===== config.mk =====
export PLATFORM = sky130hd
export DESIGN_NAME = gwe_ctrl
export DESIGN_NICKNAME = d
export VERILOG_FILES = /design/src/design/gwe_pkg.sv /design/src/design/gwe_ctrl.sv
export SDC_FILE = /design/constraint.sdc
export NUM_CORES = 1
export LEC_CHECK = 0
export ABC_AREA = 1
export ABC_CLOCK_PERIOD_IN_PS = 3300
export BUFFER_PORTS_ARGS = -buffer_cell sky130_fd_sc_hd__buf_2
export CORE_ASPECT_RATIO = 1.5
export CORE_MARGIN = 3
export CORE_UTILIZATION = 49
export CTS_CLUSTER_SIZE = 14
export DETAILED_ROUTE_END_ITERATION = 6
export MAX_ROUTING_LAYER = met4
export PLACE_DENSITY_LB_ADDON = 0.05
export REMOVE_ABC_BUFFERS = 1
export SLEW_MARGIN = 10
export SYNTH_ARGS = -nofsm -noshare
export SYNTH_HDL_FRONTEND = slang
export SYNTH_SLANG_ARGS = --single-unit

===== constraint.sdc =====
create_clock -name clock -period 3.3 [get_ports clock]
set_input_delay 0.165 -clock clock [delete_from_list [all_inputs] [get_ports clock]]
set_output_delay 0.165 -clock clock [all_outputs]
set_load 0.05 [all_outputs]

===== src/design/gwe_pkg.sv =====
`timescale 1ns / 1ps
// ----------------------------------------------------------------------------
// gwe_pkg: shared types and constants of the wave equation grid stepper
// Field widths, request and register codes, and the controller/datapath link.
// ----------------------------------------------------------------------------
package gwe_pkg;

   localparam int COORD_W    = 3;
   localparam int HEIGHT_W   = 16;
   localparam int DT_W       = 16;
   localparam int DIR_W      = 2;
   localparam int KIND_W     = 2;
   localparam int CSR_IDX_W  = 2;
   localparam int CSR_DATA_W = 18;
   localparam int MASK_W     = 4;
   localparam int VDIV_W     = 18;
   localparam int FSTEP_W    = 12;
   localparam int BANK_W     = 2;
   localparam int ADDR_W     = BANK_W + 2 * COORD_W;
   localparam int CELL_W     = 2 * COORD_W;
   localparam int SUM_W      = 19;
   localparam int PROD_W     = 36;
   localparam int MAG_W      = 34;
   localparam int ACC_W      = 38;
   localparam int DCNT_W     = 6;
   localparam int STEP_W     = 3;

   localparam logic [KIND_W-1:0] KIND_TICK   = 2'd0;
   localparam logic [KIND_W-1:0] KIND_DIR    = 2'd1;
   localparam logic [KIND_W-1:0] KIND_HEIGHT = 2'd2;

   localparam logic [DIR_W-1:0] DIR_UP   = 2'd1;
   localparam logic [DIR_W-1:0] DIR_DOWN = 2'd2;

   localparam logic [CSR_IDX_W-1:0] CSR_MASK  = 2'd0;
   localparam logic [CSR_IDX_W-1:0] CSR_FIXED = 2'd1;
   localparam logic [CSR_IDX_W-1:0] CSR_VDIV  = 2'd2;
   localparam logic [CSR_IDX_W-1:0] CSR_FSTEP = 2'd3;

   // Read sequence of one cell.
   localparam logic [STEP_W-1:0] RD_SELF  = 3'd0;
   localparam logic [STEP_W-1:0] RD_PREV  = 3'd1;
   localparam logic [STEP_W-1:0] RD_LEFT  = 3'd2;
   localparam logic [STEP_W-1:0] RD_RIGHT = 3'd3;
   localparam logic [STEP_W-1:0] RD_UP    = 3'd4;
   localparam logic [STEP_W-1:0] RD_DOWN  = 3'd5;
   localparam logic [STEP_W-1:0] RD_END   = 3'd6;

   localparam logic [HEIGHT_W-1:0] MIDLINE = 16'h7FFF;
   localparam logic [HEIGHT_W-1:0] HMAX    = 16'hFFFF;
   localparam logic [DCNT_W-1:0]   DIV_LAST = 6'(MAG_W - 1);

   typedef struct packed {
      logic               load_req;
      logic               clr_wr;
      logic               wr_cur;
      logic               wr_prev;
      logic               wr_force;
      logic               rd_issue;
      logic [STEP_W-1:0]  rd_item;
      logic               take;
      logic [STEP_W-1:0]  take_item;
      logic               mul;
      logic               div_load;
      logic               div_step;
      logic               fin;
      logic               emit;
   } gwe_cmd_type;

   typedef struct packed {
      logic req_tick;
      logic req_dir_ok;
      logic req_hgt_ok;
      logic clr_done;
      logic rsp_free;
      logic last_cell;
   } gwe_status_type;

endpackage


===== src/design/gwe_ctrl.sv =====
`timescale 1ns / 1ps
// ----------------------------------------------------------------------------
// gwe_ctrl: sequencer of the grid stepper
// Clears the stores after reset, executes writes, and walks each cell of a
// tick through read, multiply, divide, sum and emit.
// ----------------------------------------------------------------------------
module gwe_ctrl (
   input  logic                    clock,
   input  logic                    reset,
   input  logic                    req_valid,
   output logic                    req_ready,
   input  gwe_pkg::gwe_status_type st,
   output gwe_pkg::gwe_cmd_type    cmd
);
   import gwe_pkg::*;

   localparam logic [3:0] ST_CLEAR    = 4'd0;
   localparam logic [3:0] ST_IDLE     = 4'd1;
   localparam logic [3:0] ST_WR_CUR   = 4'd2;
   localparam logic [3:0] ST_WR_PREV  = 4'd3;
   localparam logic [3:0] ST_WR_FORCE = 4'd4;
   localparam logic [3:0] ST_READ     = 4'd5;
   localparam logic [3:0] ST_MUL      = 4'd6;
   localparam logic [3:0] ST_DLOAD    = 4'd7;
   localparam logic [3:0] ST_DIV      = 4'd8;
   localparam logic [3:0] ST_SUM      = 4'd9;
   localparam logic [3:0] ST_EMIT     = 4'd10;

   logic [3:0]        state_ff, state_in;
   logic [STEP_W-1:0] step_ff, step_in;
   logic [DCNT_W-1:0] dcnt_ff, dcnt_in;

   always_comb begin
      state_in  = state_ff;
      step_in   = step_ff;
      dcnt_in   = dcnt_ff;
      cmd       = '0;
      req_ready = 1'b0;
      unique case (state_ff)
         ST_CLEAR: begin
            cmd.clr_wr = 1'b1;
            if (st.clr_done) begin
               state_in = ST_IDLE;
            end
         end
         ST_IDLE: begin
            req_ready = 1'b1;
            if (req_valid) begin
               cmd.load_req = 1'b1;
               step_in = RD_SELF;
               if (st.req_tick) begin
                  state_in = ST_READ;
               end else if (st.req_dir_ok) begin
                  state_in = ST_WR_FORCE;
               end else if (st.req_hgt_ok) begin
                  state_in = ST_WR_CUR;
               end
            end
         end
         ST_WR_CUR: begin
            cmd.wr_cur = 1'b1;
            state_in = ST_WR_PREV;
         end
         ST_WR_PREV: begin
            cmd.wr_prev = 1'b1;
            state_in = ST_IDLE;
         end
         ST_WR_FORCE: begin
            cmd.wr_force = 1'b1;
            state_in = ST_IDLE;
         end
         ST_READ: begin
            // Read data arrives in the cycle after its address.
            cmd.rd_issue  = (step_ff != RD_END);
            cmd.rd_item   = step_ff;
            cmd.take      = (step_ff != RD_SELF);
            cmd.take_item = step_ff - 3'd1;
            step_in = step_ff + 3'd1;
            if (step_ff == RD_END) begin
               state_in = ST_MUL;
            end
         end
         ST_MUL: begin
            cmd.mul = 1'b1;
            state_in = ST_DLOAD;
         end
         ST_DLOAD: begin
            cmd.div_load = 1'b1;
            dcnt_in = '0;
            state_in = ST_DIV;
         end
         ST_DIV: begin
            cmd.div_step = 1'b1;
            dcnt_in = dcnt_ff + 6'd1;
            if (dcnt_ff == DIV_LAST) begin
               state_in = ST_SUM;
            end
         end
         ST_SUM: begin
            cmd.fin = 1'b1;
            state_in = ST_EMIT;
         end
         ST_EMIT: begin
            if (st.rsp_free) begin
               cmd.emit = 1'b1;
               step_in = RD_SELF;
               state_in = st.last_cell ? ST_IDLE : ST_READ;
            end
         end
         default: begin
            state_in = ST_IDLE;
         end
      endcase
   end

   always_ff @(posedge clock) begin
      if (reset) begin
         state_ff <= ST_CLEAR;
         step_ff  <= RD_SELF;
         dcnt_ff  <= '0;
      end else begin
         state_ff <= state_in;
         step_ff  <= step_in;
         dcnt_ff  <= dcnt_in;
      end
   end

   a_ready_idle: assert property (@(posedge clock) disable iff (reset)
      (state_ff != ST_IDLE) |-> !req_ready)
      else $error("request taken outside idle");
   a_emit_free: assert property (@(posedge clock) disable iff (reset)
      cmd.emit |-> st.rsp_free)
      else $error("result register overwritten");
   a_last_idle: assert property (@(posedge clock) disable iff (reset)
      (cmd.emit && st.last_cell) |=> (state_ff == ST_IDLE))
      else $error("tick did not end after last cell");
   a_div_len: assert property (@(posedge clock) disable iff (reset)
      (state_ff == ST_DIV) |-> (dcnt_ff <= DIV_LAST))
      else $error("divider ran past its length");

endmodule


-- Word level (Yosys, flattened, before mapping)
Cells that the tools add are included.
- memories: 0
- bits in registers: 13
- word-level logic and storage cells: 59
- input bits: 9
- bits in read-only memories: 0
- latch bits: 0
- RAM bits: 0
- output and inout port bits: 19
- reduce and logical (&&, ||, !) cells: 6
- div/mod/pow operators: 0
- bitwise gates (word level): 0
- $mul: 0
- shift operators: 0
- order comparisons: 0
- muxes and demuxes: 28
- add/subtract/negate cells: 3
- equal/unequal tests: 19
- operators by type and width (kind ; count):
    $pmux W4 S9 ; 1
    $mux W4 ; 8
    $eq A4 B3 Y1 const B ; 4
    $mux W1 ; 13
    $eq A4 B4 Y1 const B ; 3
    $pmux W6 S2 ; 1
    $ne A2 B2 Y1 const B ; 5
    $mux W3 ; 3
    $pmux W3 S3 ; 1
    $eq A4 B2 Y1 const B ; 2
    $mux W8 ; 1
    $add A6 B1 Y6 const B ; 1
    $eq A6 B6 Y1 const B ; 1
    $reduce_and A6 Y1 ; 1
    $reduce_bool A3 Y1 ; 2
    $eq A4 B1 Y1 const B ; 1
    $logic_not A4 Y1 ; 1
    $ne A4 B4 Y1 const B ; 1
    $add A3 B1 Y3 const B ; 1
    $eq A3 B3 Y1 const B ; 1
    $ne A3 B3 Y1 const B ; 1
    $reduce_and A3 Y1 ; 1
    $sub A3 B1 Y3 const B ; 1
    $reduce_bool A2 Y1 ; 1

-- Depth between registers and ports, before layout
- depth after elaboration: 5
- gate-level depth with buffers: 12
- depth with buffers taken out: 12

-- Worst setup path after synthesis
No wires, ideal clock.
- path kind: register -> output
- from: register state_ff[3]
- to: output cmd[14] in the netlist's numbering
- arrival: 1721 ps
- stages on the path, launching flop included: 4
- buffers on the path: 0
- setup slack: 1414 ps
- required time: 3135 ps
- cell sequence: dfxtp_1 nor2_2 inv_2 nor3_1
- RTL lines (element ; line ; RTL):
    from (decl) ; gwe_ctrl.sv:29 ; logic [3:0] state_ff, state_in;
    from (signal assigned) ; gwe_ctrl.sv:122 ; state_ff <= state_in;
    to (decl) ; gwe_ctrl.sv:13 ; output gwe_pkg::gwe_cmd_type cmd

==> flow_summary.ini <==
[clock_tree]
tritoncts = yes
cts_resized = 0
clkSlewWorstSetupHoldPaths_ns = 0.08
clockRootBuffer = clkbuf_4
cts_hold_buf = 0
cts_setup_buffers = 0
ctsHtreeMaxLevel = 1
cts_made_buffers = 3
clock_latency_ns = 0.28
clock_path_buffers = 2
clock-sinks = 13

[worst_setup_path]
cp_max_fo = 10
cp-start-kind = register
crit_type = register to primary output
cp.arrival_ns = 1.56
cp_data_required_time_ns = 3.13
crit_path_end_kind = primary output

[sta]
min_period_over_period_pct = 52.3
worst_pin_slew_ns = 0.263
drv_slew = 0
setup_slack_ns = 1.57
rsz0062_at_grt = no
tns_ns = 0
fin_crit_ns = 1.73
setup_viol_count_final = 0
finClkSkew_ns = 0.00211
fmax_mhz = 579
relSlewSlack_pct = 82.4
hold_viol = 0

[route]
firstDrtPassIters = 4
avgViaCountPerCell = 5.01
ant_nets = 0
wire_per_inst_um = 10.3
drt-initial-drc-count = 28
wl_mm = 2.21
vias = 1077
drc = 0

[cells_and_area]
finish.net_count = 210
syn_to_final_growth_pct = 18.0
fin_area_um2 = 1180
drive_above_1_share_pct = 25.3
antennaDiodeCount = 0
instances_no_fill = 215

[synth]
synth-seq-cells = 13
yosysSeqAreaShare_pct = 26.0
ys_types = 22
synth_area_um2 = 1000
yosys_warnings = 0
avgSynthCellArea_um2 = 6.10
syn_inst = 164

[power_and_ir_drop]
p_leak_nw = 0.644
pwr-share-clk_pct = 12.0
power_frac_seq_pct = 25.6
ir_worst_vdd_uv = 441
combPwrFrac_pct = 62.4
p_switching_mw = 0.468
intPower_mw = 0.369
powerDensity_nw_per_um2 = 710
power.share.switching_pct = 55.9

[placement]
placed_area_um2 = 1150
post-place-cells = 211
gp_congestion = 0.849
io_buffers = 27
hpwlAfterDp_mm = 1.81
dp_slack_ns = 1.87

[floorplan]
die_w_um = 42.9
die_h_um = 61.3
core_um2 = 1880
num_rows = 19
start_util_pct = 53.2
top_level_ports = 28
die_area_um2 = 2630

[hold_path]
hold_path_class = primary input to register

[status]
status = completed

[grt]
grt_usage_pct = 18.9
grt_pass1_vias = 912
grt_pass1_wl_mm = 3.72
grt_overflow = 0
antenna_found_initial = 0
grt_max_degree = 11

[flow_run]
drv_cap = 0
==> per-stage QoR <==
stage	util, %	total power [mW]	hold WS (ns)
finish	62.8	0.837	0.109
global route	62.8	0.908	0.118
CTS	62.8	0.844	0.102
detailed placement	61.4	0.741	0.412
global placement	61.4	0.742	0.402
floorplan	-	0.642	0.234
==> cell families after synthesis <==
group	synth area share, %
simple gates	44.6
buf+inv	10.5
compound gates	9.64
flops	26.0
fa+ha+maj	7.51
xor+xnor	1.75
==> state kept, by name (all words and copies together), names as in the netlist <==
register,cells
step_ff,3
dcnt_ff,6
state_ff,4
==> cell type report <==
class                      count  area [um^2]
clock buffer                   4         26.3
fill                         211          698
inverter                      26         97.6
multi-input combinational    124          634
sequential                    13          260
tap                           21         26.3
timing repair buffer          27          135
==> cell usage after synthesis <==
master    number  share of area [%]
a211oi_1       1               0.75
nand3_1       11                5.5
dfxtp_1       13                 26
nor2_4         3                3.4
nand2_2        4                2.5
nor2_1        28                 11
nand2_1       40                 15
a21oi_1        9                4.5
o22ai_1        1               0.63
buf_4          1               0.75
a22oi_1        1               0.75
nand4_1        2                1.3
xnor2_1        1               0.88
nor3_1         3                1.5
nand3_2        1                1.0
o21ai_0        6                3.0
inv_1         20                7.5
nor2_2         5                3.1
inv_2          6                2.3
nand3b_1       1               0.75
ha_1           6                7.5
xor2_1         1               0.88
==> metal layers <==
metal  GRT usage, %  wire length [um]
met5              -                 0
met4           9.33                43
met3           2.05                97
met2           32.6              1140
met1           21.7               934
==> placed cells by master (no fill, tap or decap), types with 2 or more instances in the layout <==
cell	n
a21oi_1	9
buf_2	27
clkbuf_4	3
dfxtp_1	13
ha_1	6
inv_1	20
inv_2	6
nand2_1	40
nand2_2	4
nand3_1	11
nand4_1	2
nor2_1	28
nor2_2	5
nor2_4	3
nor3_1	3
o21ai_0	6
==> worst max-delay path, stage by stage (launching register included) <==
cell and delay (ns):
dfxtp_1 0.42, inv_2 0.11, nor2_4 0.17, nand2_2 0.16, nor2_1 0.15, buf_2 0.28
==> path summary, 6_finish.rpt <==
kind / to / slack [ns] / cells past startpoint / from
max: cmd[5] / 1.57 / 5 / state_ff[0]
min: dcnt_ff[1] / 0.11 / 2 / reset
max reg2reg: state_ff[0] / 1.91 / 7 / state_ff[2]
min reg2reg: dcnt_ff[4] / 0.48 / 1 / dcnt_ff[4]
==> power by group through the flow <==
stage                     clock network (mW)  logic, mW  registers, mW
after floorplan                            0      0.429          0.213
after global placement                     0      0.525          0.217
after detailed placement                   0      0.524          0.218
after CTS                              0.104      0.526          0.214
after global routing                   0.109      0.578          0.221
final                                  0.100      0.523          0.214
Note: power is estimated with default switching activity, not from simulation.
